### src/sv/arp_cache_resolver_macros.svh
// Assertion macros for the ARP cache resolver.
`ifndef ARP_CACHE_RESOLVER_MACROS_SVH
`define ARP_CACHE_RESOLVER_MACROS_SVH
`ifndef SYNTHESIS
`define ARPC_ASSERT_IMP(label, clk, rst, ante, cons) \
   label: assert property (@(posedge clk) disable iff (rst) (ante) |-> (cons)) \
      else $error("assertion failed");
`define ARPC_ASSERT_NEXT(label, clk, rst, ante, cons) \
   label: assert property (@(posedge clk) disable iff (rst) (ante) |=> (cons)) \
      else $error("assertion failed");
`else
`define ARPC_ASSERT_IMP(label, clk, rst, ante, cons)
`define ARPC_ASSERT_NEXT(label, clk, rst, ante, cons)
`endif
`endif

### src/sv/arpc_pkg.sv
// Shared types and constants of the ARP cache resolver.
package arpc_pkg;
   localparam logic [3:0] CMD_RX = 4'd0;
   localparam logic [3:0] CMD_TICK = 4'd1;
   localparam logic [3:0] CMD_RESOLVE = 4'd2;
   localparam logic [3:0] CMD_ADD = 4'd3;
   localparam logic [3:0] CMD_DEL = 4'd4;
   localparam logic [3:0] CMD_CLEAR = 4'd5;
   localparam logic [3:0] CMD_PADD = 4'd6;
   localparam logic [3:0] CMD_PDEL = 4'd7;
   localparam logic [3:0] CMD_PCLEAR = 4'd8;

   localparam logic [2:0] ST_OK = 3'd0;
   localparam logic [2:0] ST_IGNORED = 3'd1;
   localparam logic [2:0] ST_PENDING = 3'd2;
   localparam logic [2:0] ST_REQ_SENT = 3'd3;
   localparam logic [2:0] ST_FULL = 3'd4;
   localparam logic [2:0] ST_NOT_FOUND = 3'd5;

   localparam logic [15:0] OPC_REQUEST = 16'h0001;
   localparam logic [15:0] OPC_REPLY = 16'h0002;
   localparam logic [1:0] OP_REQUEST = 2'd1;
   localparam logic [1:0] OP_REPLY = 2'd2;

   localparam logic [1:0] KIND_PENDING = 2'd0;
   localparam logic [1:0] KIND_DYNAMIC = 2'd1;
   localparam logic [1:0] KIND_STATIC = 2'd2;

   localparam logic [10:0] TTL_LEARNED = 11'd1200;
   localparam logic [10:0] TTL_PENDING = 11'd180;
   localparam logic [31:0] IP_BCAST = 32'hFFFF_FFFF;
   localparam logic [47:0] MAC_BCAST = 48'hFFFF_FFFF_FFFF;

   typedef enum logic [2:0] {
      S_IDLE,
      S_SCAN,
      S_PSCAN,
      S_EXEC,
      S_DONE
   } state_type;

   // Commands from the controller to the datapath.
   typedef struct packed {
      logic load;
      logic scan_start;
      logic scan_step;
      logic pscan_start;
      logic pscan_step;
      logic exec;
   } ctl_type;

   // Status from the datapath to the controller.
   typedef struct packed {
      logic scan_last;
      logic pscan_last;
   } sts_type;
endpackage

### src/sv/arpc_ctrl.sv
// Controller state machine of the ARP cache resolver.
`include "arp_cache_resolver_macros.svh"
module arpc_ctrl (
   input  logic              clock,
   input  logic              reset,
   input  logic              start,
   input  arpc_pkg::sts_type sts,
   output arpc_pkg::ctl_type ctl,
   output logic              busy,
   output logic              done
);
   arpc_pkg::state_type state_ff, state_in;

   // State register.
   always_ff @(posedge clock) begin
      if (reset) begin
         state_ff <= arpc_pkg::S_IDLE;
      end else begin
         state_ff <= state_in;
      end
   end

   // Next state and commands. Every item scans the cache, then the proxy list.
   always_comb begin
      state_in = state_ff;
      ctl = '0;
      busy = 1'b1;
      done = 1'b0;
      case (state_ff)
         arpc_pkg::S_IDLE: begin
            busy = 1'b0;
            if (start) begin
               ctl.load = 1'b1;
               ctl.scan_start = 1'b1;
               state_in = arpc_pkg::S_SCAN;
            end
         end
         arpc_pkg::S_SCAN: begin
            ctl.scan_step = 1'b1;
            if (sts.scan_last) begin
               ctl.pscan_start = 1'b1;
               state_in = arpc_pkg::S_PSCAN;
            end
         end
         arpc_pkg::S_PSCAN: begin
            ctl.pscan_step = 1'b1;
            if (sts.pscan_last) begin
               state_in = arpc_pkg::S_EXEC;
            end
         end
         arpc_pkg::S_EXEC: begin
            ctl.exec = 1'b1;
            state_in = arpc_pkg::S_DONE;
         end
         arpc_pkg::S_DONE: begin
            done = 1'b1;
            state_in = arpc_pkg::S_IDLE;
         end
         default: begin
            state_in = arpc_pkg::S_IDLE;
         end
      endcase
   end

   `ARPC_ASSERT_NEXT(a_start_leaves_idle, clock, reset, start && !busy, busy)
   `ARPC_ASSERT_NEXT(a_exec_then_done, clock, reset, ctl.exec, done)
   `ARPC_ASSERT_IMP(a_done_busy, clock, reset, done, busy)
endmodule

### src/sv/arpc_datapath.sv
// Datapath of the ARP cache resolver: tables, scans and result registers.
`include "arp_cache_resolver_macros.svh"
module arpc_datapath #(
   parameter int CACHE_ENTRIES = 32,
   parameter int PROXY_ENTRIES = 8
) (
   input  logic              clock,
   input  logic              reset,
   input  arpc_pkg::ctl_type ctl,
   output arpc_pkg::sts_type sts,
   input  logic              done,
   input  logic [31:0]       own_ip,
   input  logic [47:0]       own_mac,
   input  logic [3:0]        req_cmd,
   input  logic [15:0]       req_arp_opcode,
   input  logic [47:0]       req_peer_mac,
   input  logic [31:0]       req_peer_ip,
   input  logic [31:0]       req_target_ip,
   input  logic              req_entry_static,
   output logic              rsp_valid,
   output logic [2:0]        rsp_status,
   output logic              rsp_send_frame,
   output logic [1:0]        rsp_frame_op,
   output logic [47:0]       rsp_frame_dst_mac,
   output logic [47:0]       rsp_frame_src_mac,
   output logic [31:0]       rsp_frame_src_ip,
   output logic [31:0]       rsp_frame_dst_ip,
   output logic [47:0]       rsp_lookup_mac,
   output logic              rsp_duplicate_ip,
   output logic              rsp_resolved
);
   localparam int CW = (CACHE_ENTRIES > 1) ? $clog2(CACHE_ENTRIES) : 1;
   localparam int PW = (PROXY_ENTRIES > 1) ? $clog2(PROXY_ENTRIES) : 1;

   // Stores. Valid bits in flip-flops, payload in plain arrays.
   logic [31:0] eip_ff [CACHE_ENTRIES];
   logic [47:0] emac_ff [CACHE_ENTRIES];
   logic [10:0] ettl_ff [CACHE_ENTRIES];
   logic [1:0]  ekind_ff [CACHE_ENTRIES];
   logic [CACHE_ENTRIES-1:0] eused_ff;
   logic [31:0] paddr_ff [PROXY_ENTRIES];
   logic [PROXY_ENTRIES-1:0] pused_ff;

   // Latched item.
   logic [3:0]  cmd_ff;
   logic [15:0] opc_ff;
   logic [47:0] pmac_ff;
   logic [31:0] pip_ff, tip_ff;
   logic        stat_ff;

   // Scan results.
   logic [CW-1:0] idx_ff;
   logic [PW-1:0] pidx_ff;
   logic          hit_ff, free_ok_ff, phit_ff, pfree_ok_ff, pthit_ff;
   logic [CW-1:0] hit_idx_ff, free_idx_ff;
   logic [PW-1:0] phit_idx_ff, pfree_idx_ff;

   logic [31:0] key_ip;
   assign key_ip = (cmd_ff == arpc_pkg::CMD_RESOLVE) ? tip_ff : pip_ff;

   assign sts.scan_last = (idx_ff == CW'(CACHE_ENTRIES - 1));
   assign sts.pscan_last = (pidx_ff == PW'(PROXY_ENTRIES - 1));

   // Item capture and the two scans; each keeps the lowest index.
   always_ff @(posedge clock) begin
      if (ctl.load) begin
         cmd_ff <= req_cmd;
         opc_ff <= req_arp_opcode;
         pmac_ff <= req_peer_mac;
         pip_ff <= req_peer_ip;
         tip_ff <= req_target_ip;
         stat_ff <= req_entry_static;
      end
      if (ctl.scan_start) begin
         idx_ff <= '0;
         hit_ff <= 1'b0;
         free_ok_ff <= 1'b0;
         hit_idx_ff <= '0;
         free_idx_ff <= '0;
      end else if (ctl.scan_step) begin
         if (!sts.scan_last) begin
            idx_ff <= idx_ff + 1'b1;
         end
         if (eused_ff[idx_ff] && eip_ff[idx_ff] == key_ip && !hit_ff) begin
            hit_ff <= 1'b1;
            hit_idx_ff <= idx_ff;
         end
         if (!eused_ff[idx_ff] && !free_ok_ff) begin
            free_ok_ff <= 1'b1;
            free_idx_ff <= idx_ff;
         end
      end
      if (ctl.pscan_start) begin
         pidx_ff <= '0;
         phit_ff <= 1'b0;
         pthit_ff <= 1'b0;
         pfree_ok_ff <= 1'b0;
         phit_idx_ff <= '0;
         pfree_idx_ff <= '0;
      end else if (ctl.pscan_step) begin
         if (!sts.pscan_last) begin
            pidx_ff <= pidx_ff + 1'b1;
         end
         if (pused_ff[pidx_ff] && paddr_ff[pidx_ff] == pip_ff && !phit_ff) begin
            phit_ff <= 1'b1;
            phit_idx_ff <= pidx_ff;
         end
         if (pused_ff[pidx_ff] && paddr_ff[pidx_ff] == tip_ff) begin
            pthit_ff <= 1'b1;
         end
         if (!pused_ff[pidx_ff] && !pfree_ok_ff) begin
            pfree_ok_ff <= 1'b1;
            pfree_idx_ff <= pidx_ff;
         end
      end
   end

   // Tick ages one entry per scan step.
   logic tick_step;
   assign tick_step = ctl.scan_step && cmd_ff == arpc_pkg::CMD_TICK;

   // Execute decision.
   logic          w_en, w_new, w_proxy_add, del_e, del_p, clr_e, clr_p;
   logic [CW-1:0] w_idx;
   logic [31:0]   w_ip;
   logic [47:0]   w_mac;
   logic [1:0]    w_kind;
   logic [10:0]   w_ttl;
   logic [2:0]    status_in;
   logic          send_in, dup_in, resv_in;
   logic [1:0]    op_in;
   logic [47:0]   dmac_in, smac_in, lmac_in;
   logic [31:0]   sip_in, dip_in;
   logic          can_store;
   logic          was_pending;

   assign can_store = hit_ff || free_ok_ff;
   assign was_pending = hit_ff && ekind_ff[hit_idx_ff] == arpc_pkg::KIND_PENDING;

   always_comb begin
      w_en = 1'b0;
      w_new = !hit_ff;
      w_idx = hit_ff ? hit_idx_ff : free_idx_ff;
      w_ip = key_ip;
      w_mac = pmac_ff;
      w_kind = arpc_pkg::KIND_DYNAMIC;
      w_ttl = arpc_pkg::TTL_LEARNED;
      w_proxy_add = 1'b0;
      del_e = 1'b0;
      del_p = 1'b0;
      clr_e = 1'b0;
      clr_p = 1'b0;
      status_in = arpc_pkg::ST_OK;
      send_in = 1'b0;
      op_in = '0;
      dmac_in = '0;
      smac_in = '0;
      sip_in = '0;
      dip_in = '0;
      lmac_in = '0;
      dup_in = 1'b0;
      resv_in = 1'b0;
      case (cmd_ff)
         arpc_pkg::CMD_RX: begin
            if (opc_ff == arpc_pkg::OPC_REQUEST) begin
               if (pip_ff != own_ip) begin
                  w_en = can_store;
                  if (!can_store) status_in = arpc_pkg::ST_FULL;
               end
               if (tip_ff == own_ip || pthit_ff) begin
                  send_in = 1'b1;
                  op_in = arpc_pkg::OP_REPLY;
                  dmac_in = pmac_ff;
                  smac_in = own_mac;
                  sip_in = tip_ff;
                  dip_in = pip_ff;
               end
            end else if (opc_ff == arpc_pkg::OPC_REPLY) begin
               w_en = can_store;
               if (!can_store) status_in = arpc_pkg::ST_FULL;
               if (pip_ff == own_ip) begin
                  dup_in = 1'b1;
                  send_in = 1'b1;
                  op_in = arpc_pkg::OP_REQUEST;
                  dmac_in = arpc_pkg::MAC_BCAST;
                  smac_in = pmac_ff;
                  sip_in = own_ip;
               end else begin
                  resv_in = was_pending;
               end
            end else begin
               status_in = arpc_pkg::ST_IGNORED;
            end
         end
         arpc_pkg::CMD_TICK: begin
         end
         arpc_pkg::CMD_RESOLVE: begin
            if (tip_ff == arpc_pkg::IP_BCAST) begin
               lmac_in = arpc_pkg::MAC_BCAST;
            end else if (hit_ff) begin
               if (ekind_ff[hit_idx_ff] == arpc_pkg::KIND_PENDING) begin
                  status_in = arpc_pkg::ST_PENDING;
               end else begin
                  lmac_in = emac_ff[hit_idx_ff];
               end
            end else if (tip_ff == own_ip || free_ok_ff) begin
               w_en = tip_ff != own_ip;
               w_mac = '0;
               w_kind = arpc_pkg::KIND_PENDING;
               w_ttl = arpc_pkg::TTL_PENDING;
               send_in = 1'b1;
               op_in = arpc_pkg::OP_REQUEST;
               dmac_in = arpc_pkg::MAC_BCAST;
               smac_in = own_mac;
               sip_in = own_ip;
               dip_in = tip_ff;
               status_in = arpc_pkg::ST_REQ_SENT;
            end else begin
               status_in = arpc_pkg::ST_FULL;
            end
         end
         arpc_pkg::CMD_ADD: begin
            w_en = can_store;
            w_kind = stat_ff ? arpc_pkg::KIND_STATIC : arpc_pkg::KIND_DYNAMIC;
            if (!can_store) status_in = arpc_pkg::ST_FULL;
         end
         arpc_pkg::CMD_DEL: begin
            del_e = hit_ff;
            if (!hit_ff) status_in = arpc_pkg::ST_NOT_FOUND;
         end
         arpc_pkg::CMD_CLEAR: begin
            clr_e = 1'b1;
         end
         arpc_pkg::CMD_PADD: begin
            if (!phit_ff) begin
               w_proxy_add = pfree_ok_ff;
               if (!pfree_ok_ff) status_in = arpc_pkg::ST_FULL;
            end
         end
         arpc_pkg::CMD_PDEL: begin
            del_p = phit_ff;
            if (!phit_ff) status_in = arpc_pkg::ST_NOT_FOUND;
         end
         arpc_pkg::CMD_PCLEAR: begin
            clr_p = 1'b1;
         end
         default: begin
            status_in = arpc_pkg::ST_IGNORED;
         end
      endcase
   end

   // Cache payload writes.
   always_ff @(posedge clock) begin
      if (ctl.exec && w_en) begin
         if (w_new) eip_ff[w_idx] <= w_ip;
         emac_ff[w_idx] <= w_mac;
         ekind_ff[w_idx] <= w_kind;
         ettl_ff[w_idx] <= w_ttl;
      end else if (tick_step) begin
         ettl_ff[idx_ff] <= ettl_ff[idx_ff] - 11'd1;
      end
      if (ctl.exec && w_proxy_add) begin
         paddr_ff[pfree_idx_ff] <= pip_ff;
      end
   end

   // Valid bits.
   always_ff @(posedge clock) begin
      if (reset) begin
         eused_ff <= '0;
         pused_ff <= '0;
      end else begin
         if (tick_step && eused_ff[idx_ff] && ekind_ff[idx_ff] != arpc_pkg::KIND_STATIC
             && ettl_ff[idx_ff] <= 11'd1) begin
            eused_ff[idx_ff] <= 1'b0;
         end
         if (ctl.exec) begin
            if (clr_e) eused_ff <= '0;
            if (w_en) eused_ff[w_idx] <= 1'b1;
            if (del_e) eused_ff[hit_idx_ff] <= 1'b0;
            if (clr_p) pused_ff <= '0;
            if (w_proxy_add) pused_ff[pfree_idx_ff] <= 1'b1;
            if (del_p) pused_ff[phit_idx_ff] <= 1'b0;
         end
      end
   end

   // Result registers, loaded on execute, valid in the cycle after.
   always_ff @(posedge clock) begin
      if (ctl.exec) begin
         rsp_status <= status_in;
         rsp_send_frame <= send_in;
         rsp_frame_op <= op_in;
         rsp_frame_dst_mac <= dmac_in;
         rsp_frame_src_mac <= smac_in;
         rsp_frame_src_ip <= sip_in;
         rsp_frame_dst_ip <= dip_in;
         rsp_lookup_mac <= lmac_in;
         rsp_duplicate_ip <= dup_in;
         rsp_resolved <= resv_in;
      end
   end
   assign rsp_valid = done;

   `ARPC_ASSERT_IMP(a_full_no_write, clock, reset, ctl.exec && !can_store, !w_en)
   `ARPC_ASSERT_NEXT(a_del_clears, clock, reset, ctl.exec && del_e, !eused_ff[$past(hit_idx_ff)])
   `ARPC_ASSERT_NEXT(a_padd_sets, clock, reset, ctl.exec && w_proxy_add && !clr_p, pused_ff[$past(pfree_idx_ff)])
endmodule

### src/sv/arp_cache_resolver.sv
// Top level of the ARP cache resolver: configuration registers and glue.
// One item runs through the controller in order: it walks the cache one entry per cycle,
// then the proxy list one entry per cycle, then executes and shows the result in the next
// cycle. busy is high from the accepting edge until the result has been taken, so a new item
// can be accepted only once the last one is through. rsp_valid is high for exactly one cycle
// and the result cannot be held off.
module arp_cache_resolver #(
   parameter int CACHE_ENTRIES = 32,
   parameter int PROXY_ENTRIES = 8
) (
   input  logic        clock,
   input  logic        reset,
   input  logic        start,
   output logic        busy,
   input  logic [3:0]  req_cmd,
   input  logic [15:0] req_arp_opcode,
   input  logic [47:0] req_peer_mac,
   input  logic [31:0] req_peer_ip,
   input  logic [31:0] req_target_ip,
   input  logic        req_entry_static,
   output logic        rsp_valid,
   output logic [2:0]  rsp_status,
   output logic        rsp_send_frame,
   output logic [1:0]  rsp_frame_op,
   output logic [47:0] rsp_frame_dst_mac,
   output logic [47:0] rsp_frame_src_mac,
   output logic [31:0] rsp_frame_src_ip,
   output logic [31:0] rsp_frame_dst_ip,
   output logic [47:0] rsp_lookup_mac,
   output logic        rsp_duplicate_ip,
   output logic        rsp_resolved,
   input  logic        csr_we,
   input  logic        csr_index,
   input  logic [47:0] csr_wdata
);
   logic [31:0] own_ip_ff;
   logic [47:0] own_mac_ff;
   arpc_pkg::ctl_type ctl;
   arpc_pkg::sts_type sts;
   logic done;

   // Configuration registers.
   always_ff @(posedge clock) begin
      if (reset) begin
         own_ip_ff <= '0;
         own_mac_ff <= '0;
      end else if (csr_we) begin
         if (csr_index == 1'b0) own_ip_ff <= csr_wdata[31:0];
         else own_mac_ff <= csr_wdata;
      end
   end

   arpc_ctrl u_ctrl (
      .clock(clock), .reset(reset), .start(start), .sts(sts),
      .ctl(ctl), .busy(busy), .done(done)
   );

   arpc_datapath #(.CACHE_ENTRIES(CACHE_ENTRIES), .PROXY_ENTRIES(PROXY_ENTRIES)) u_dp (
      .clock(clock), .reset(reset), .ctl(ctl), .sts(sts), .done(done),
      .own_ip(own_ip_ff), .own_mac(own_mac_ff),
      .req_cmd(req_cmd), .req_arp_opcode(req_arp_opcode), .req_peer_mac(req_peer_mac),
      .req_peer_ip(req_peer_ip), .req_target_ip(req_target_ip),
      .req_entry_static(req_entry_static),
      .rsp_valid(rsp_valid), .rsp_status(rsp_status), .rsp_send_frame(rsp_send_frame),
      .rsp_frame_op(rsp_frame_op), .rsp_frame_dst_mac(rsp_frame_dst_mac),
      .rsp_frame_src_mac(rsp_frame_src_mac), .rsp_frame_src_ip(rsp_frame_src_ip),
      .rsp_frame_dst_ip(rsp_frame_dst_ip), .rsp_lookup_mac(rsp_lookup_mac),
      .rsp_duplicate_ip(rsp_duplicate_ip), .rsp_resolved(rsp_resolved)
   );
endmodule
### config.mk
export PLATFORM = sky130hd
export DESIGN_NAME = arp_cache_resolver
export DESIGN_NICKNAME = d
export VERILOG_FILES = /design/src/sv/arpc_pkg.sv /design/src/sv/arpc_ctrl.sv /design/src/sv/arpc_datapath.sv /design/src/sv/arp_cache_resolver.sv
export VERILOG_INCLUDE_DIRS = /design/src /design/src/sv
export SDC_FILE = /design/constraint.sdc
export NUM_CORES = 2
export LEC_CHECK = 0
export ABC_AREA = 1
export BUFFER_PORTS_ARGS = -buffer_cell sky130_fd_sc_hd__buf_2
export CAP_MARGIN = 25
export CELL_PAD_IN_SITES_DETAIL_PLACEMENT = 0
export CELL_PAD_IN_SITES_GLOBAL_PLACEMENT = 1
export CORE_MARGIN = 2
export CORE_UTILIZATION = 47
export CTS_CLUSTER_DIAMETER = 80
export DETAILED_ROUTE_END_ITERATION = 8
export PLACE_DENSITY_LB_ADDON = 0.1
export SYNTH_ARGS = -nofsm -noshare
export SYNTH_HDL_FRONTEND = slang
export SYNTH_SLANG_ARGS = --single-unit
### constraint.sdc
create_clock -name clock -period 20.4 [get_ports clock]
set_clock_uncertainty 0.05 [all_clocks]
set_input_delay 1.02 -clock clock [delete_from_list [all_inputs] [get_ports clock]]
set_output_delay 1.02 -clock clock [all_outputs]
set_load 0.03 [all_outputs]
; ---- Yosys cells after proc, flatten, opt, wreduce, memory -nomap -nowiden
; Memory sizes are Yosys's and may differ from the RTL's. A register that Yosys moved wholly into a read port is not among the register bits.
; Cells that the tools add are included.
[word_totals]
ram_bits = 3232
output_inout_bits = 218
ff_bits = 501
mem_count = 5
inputBits = 186
word_cells = 295
[memory_table]
columns = memory, depth, word_bits, rd, rd_clocked_by_memory_dff, write_ports, line_no
row1 = u_dp.emac_ff, 32, 48, 1, 1, 1, arpc_datapath.sv:37  ; logic [47:0] emac_ff [CACHE_ENTRIES];
row2 = u_dp.eip_ff, 32, 32, 1, 1, 1, arpc_datapath.sv:36  ; logic [31:0] eip_ff [CACHE_ENTRIES];
row3 = u_dp.ettl_ff, 32, 11, 1, 1, 1, arpc_datapath.sv:38  ; logic [10:0] ettl_ff [CACHE_ENTRIES];
row4 = u_dp.paddr_ff, 8, 32, 1, 1, 1, arpc_datapath.sv:41  ; logic [31:0] paddr_ff [PROXY_ENTRIES];
row5 = u_dp.ekind_ff, 32, 2, 2, 2, 1, arpc_datapath.sv:39  ; logic [1:0] ekind_ff [CACHE_ENTRIES];
[classes]
bitwise_logic = 13
reduce_logical = 45
mux = 157
eq_ne = 28
add_sub_neg = 3
n_lt_le_gt_ge = 12
[op_table]
columns = cell, n
row1 = $mux 48, 21
row2 = $mux 32, 22
row3 = $pmux 48 s2, 2
row4 = $eq 32x32->1, 5
row5 = $pmux 32 s2, 2
row6 = $and 32x32->32, 2
row7 = $ne 32x32->1, 2
row8 = $not 32->32, 2
row9 = $mux 5, 12
row10 = $mux 8, 7
row11 = $mux 11, 5
row12 = $mux 3, 16
row13 = $mux 1, 45
row14 = $eq 32x32->1 const B, 1
row15 = $or 32x32->32, 1
row16 = $mux 2, 12
row17 = $pmux 3 s7, 1
row18 = $logic_and 1x1->1, 19
row19 = $lt 5x6->1 const B, 3
row20 = $reduce_and 2->1, 9
row21 = $eq 16x1->1 const B, 1
row22 = $eq 16x2->1 const B, 1
row23 = $eq 4x3->1 const B, 4
row24 = $demux 1 s5, 3
row25 = 36 further kinds, 60

; ---- Logic depth before layout (Yosys ltp)
[logic_depth]
depth_word = 18
depth_mapped = 21
ltp_nobuf = 18

; ---- By module
; From an unflattened synthesis, not the netlist that was laid out.
[hier_totals]
hier_cells = 12657
hier_area_um2 = 152173.4
[by_module_without_submodules]
columns = mod, area_each_um2, seq_area_each_um2, instances, cells_each
row1 = arpc_datapath, 148807.7, 109174.7, 1, 12202
row2 = arp_cache_resolver, 3170.5, 1601.5, 1, 423
row3 = arpc_ctrl, 195.2, 60.1, 1, 32

; ---- Worst setup path before layout
; OpenSTA, ideal clock, no wires.
[synth_path]
kind = input to register
from = input start
to = register (tool-made name)
stages = 6
t_arrival_ns = 7.873
required_time_ns = 20.222
setup_ns = 0.128
path_buffers = 1
slack_ns = 12.349
cell_sequence = inv_1 > nor2_1 > inv_1 > buf_2 > o21ai_0 > a21oi_1
[synth_lines]
columns = element, line_no
row1 = "start, declared", arp_cache_resolver.sv:13  ; input logic start,

==> flow_metrics.tcl <==
set metrics [dict create \
    start_util_pct 47.24 \
    fmax_mhz 170.4 \
    grt_overflow_total 0 \
    slowest_delay_ns 0.79 \
    clkSinkCount 3746 \
    cts_tree "yes" \
    relSlewSlack_pct 15.08 \
    antenna_found_initial 35 \
    synth_edf_count 3581 \
    pin_count 404 \
    routed-via-count 104620 \
    cts_buffer_depth 4 \
    met1_length_um 209800 \
    gp_congestion 0.9301 \
    synth_flop_cell "edfxtp_1" \
    drv_slew 0 \
    critPathLaunchType "flop" \
    synth_area_leaders "edfxtp_1 71%, nand2_1 8.1%, nand3_1 3.5%" \
    area_growth_pct 13.38 \
    grt_use_total_pct 30.91 \
    rsz0062_at_grt "false" \
    dp_hpwl_um 286600 \
    cp.arrival_ns 6.42 \
    critical_path.slowest_cell "buf_4" \
    drc_errors 0 \
    period_minus_slack_ns 5.869 \
    cts-htree-levels 5 \
    yosys.area.top_type_share_pct 70.88 \
    hp-class "in2reg" \
    wl_met3_um 41840 \
    coreArea_um2 321100 \
    antenna_left 0 \
    clock_latency_ns 0.97 \
    crit_path_end_kind "flop" \
    dp.cells 16674 \
    crit_type "reg2reg" \
    hold_buffers 0 \
    powerDensity_nw_per_um2 106.8 \
    layout.area.seq_um2 110900 \
    maxCapViolations 0 \
    cp_common_cell "nand2_1" \
    route.detailed.wl_per_inst_um 29.66 \
    die_w_um 572.2 \
    cp.required_ns 20.95 \
    postCtsSetupRepairBufs 0 \
    cts_resized 0 \
    rows 208 \
    grt_pass1_vias 98527 \
    worst_hold_startpoint "req_arp_opcode[2]" \
    async_reset_ff_share_pct 0 \
    syn_inst 12489 \
    layout.nets 12983 \
    via_per_inst 6.000 \
    root_buffer "clkbuf_16" \
    yosysWarningCount 0 \
    status "complete, no violations" \
    cp_max_fo 162 \
    yosysSeqAreaShare_pct 73.05 \
    numPortBuffers 403 \
    ys_ff_latch 3746 \
    avgSynthCellArea_um2 12.15 \
    dieHeight_um 572.2 \
    worstMarginPinSlew_ns 1.274 \
    finalHoldViolations 0 \
    fill_cells 27284 \
    power_mw 18.37 \
    drive_above_1_share_pct 11.29 \
    yosys.area.top_type "edfxtp_1" \
    final_cell_count_no_fill 17438 \
    totalWireLength_um 517200 \
    clkSlewWorstSetupHoldPaths_ns 0.06 \
    maxUsedRoutingLayer "met5" \
    synth_cell_types 49 \
    multi_input_area_um2 36620 \
    dr.pass1.iters 7 \
    syn_nets 12684 \
    path_cells "inv_8, buf_4, buf_12, buf_4, o21ai_0, o221ai_1, nand3_1, nand2_1, nand2_1, nand2_1, inv_1, ha_1, nand2_1, nor2_1, nand2_1, xnor2_1, nor2_4" \
    p_leak_nw 59.70 \
    dieArea_um2 327400 \
    drt_iter0_markers 12950 \
    cts_buffers 394 \
    period_share_pct 28.77 \
    tns_ns 0 \
    final_core_util_pct 53.56 \
    grt_max_degree 235 \
    crit_family "buffers and inverters" \
    wl_met2_um 244500 \
    ir_worst_vdd_mv 0.08623 \
    setup_viol 0 \
    grt_pass1_wl_um 726600 \
    cp_num_buf_inv 5 \
    synthesis.area_um2 151700 \
]
[worst paths after layout]
check | endpoint | depth (start not counted) | slack, ns
worst max-delay path | u_dp.ettl_ff[1][6] | 17 | 14.53
worst min-delay path | u_dp.opc_ff[2] | 1 | 0.18
worst max register to register | u_dp.ettl_ff[1][6] | 17 | 14.53
worst min register to register | u_dp.eused_ff[10] | 2 | 0.41
[Yosys cell counts, types with 2 or more instances]
| cell type | instances |
|---|---|
| o21ai_0 | 557 |
| clkinv_1 | 8 |
| buf_4 | 85 |
| nor2_4 | 2 |
| and2_1 | 3 |
| nand3b_1 | 41 |
| a21oi_1 | 916 |
| buf_2 | 206 |
| dfxtp_1 | 165 |
| a31oi_1 | 2 |
| o21ai_1 | 14 |
| o41ai_1 | 5 |
| clkbuf_1 | 458 |
| nor2_1 | 722 |
| o211ai_1 | 112 |
| nand4_1 | 72 |
| nand3_1 | 1060 |
| xor2_1 | 67 |
| nor3_1 | 150 |
| o311ai_0 | 148 |
| buf_1 | 42 |
| a32o_1 | 60 |
| ha_1 | 9 |
| a211oi_1 | 3 |
| nand2_1 | 3290 |
| or2_2 | 8 |
| o32ai_1 | 13 |
| edfxtp_1 | 3581 |
| o311ai_1 | 2 |
| nor2_2 | 4 |
| or4_1 | 2 |
| nor4_1 | 16 |
| inv_2 | 9 |
| o31ai_1 | 18 |
| a221oi_1 | 96 |
| nand2_2 | 2 |
| a22oi_1 | 97 |
| o221ai_1 | 63 |
| o22ai_1 | 55 |
| inv_1 | 287 |
| o2111ai_1 | 11 |
| xnor2_1 | 4 |
| buf_6 | 18 |
[cells by family after synthesis]
family	count (synthesis)	synth area share [%]
multiplexers	1	0.006598
flip-flops	3746	73.05
adder cells (fa/ha/maj)	9	0.07422
AND/OR/NAND/NOR	5373	14.58
buffers and inverters	1113	3.223
XOR/XNOR	71	0.4099
AO/OA/AOI/OAI	2176	8.648
[area by class of cell]
cell class	instances	area share, %
clock inverters	216	1.395
well taps	4305	3.131
repair buffers	712	2.842
clock buffers	514	6.125
multi-input cells	7630	21.29
inverters	304	0.7397
flip-flops and latches	3746	64.46
diodes	11	0.01600
[where the power goes]
group | switching (mW) | internal, mW
logic | 1.84 | 0.616
registers | 0.116 | 8.59
clock network | 3.09 | 4.12
[layout by cell type, fill, tap and decap left out, drive strengths merged, types with 4 or more instances in the layout]
cell type and instances:
o22ai 55, a21oi 916, a221oi 96, o211ai 112, nand2 3292, clkinv 174, clkinvlp 8, o21ai 572
nand4 72, edfxtp 3581, ha 9, clkbuf 514, o221ai 63, inv 302, o31ai 18, a32o 60
o311ai 150, nor2 728, nor3 151, dfxtp 165, buf 712, o32ai 13, nor4 16, or2 8
a22oi 97, o41ai 5, xor2 67, diode 11, nand3b 41, o2111ai 11, xnor2 4, bufinv 36
nand3 1060
[sequential cells by signal, indices dropped and copies added (netlist names), 4 cells and up, named ones only]
name,count
own_ip_ff,32
own_mac_ff,48
u_dp.cmd_ff,4
u_dp.eip_ff,1024
u_dp.ekind_ff,64
u_dp.emac_ff,1536
u_dp.ettl_ff,352
u_dp.eused_ff,32
u_dp.free_idx_ff,5
u_dp.hit_idx_ff,5
u_dp.idx_ff,5
u_dp.opc_ff,16
u_dp.paddr_ff,256
u_dp.pip_ff,32
u_dp.pmac_ff,48
u_dp.pused_ff,8
u_dp.rsp_frame_dst_ip,32
u_dp.rsp_frame_dst_mac,48
u_dp.rsp_frame_src_ip,32
u_dp.rsp_frame_src_mac,48
u_dp.rsp_lookup_mac,48
u_dp.tip_ff,32
[metrics by stage]
step	hold WS (ns)	instance area (µm²)	worst slack (ns)
2_1_floorplan	0.3808	151700	12.35
3_3_place_gp	0.4054	158200	14.48
3_5_place_dp	0.4001	158600	14.49
4_1_cts	0.1249	171600	14.45
5_1_grt	0.1481	172000	13.98
6_report	0.1795	172000	14.53
[layer usage]
layer / track usage (%) / vias up
met5: 0 / -
met3: 4.696 / 990
met4: 11.36 / 22
met2: 50.12 / 4965
met1: 42.34 / 52766
li1: - / 45877
No activity file was read; power rests on OpenSTA's default activity.
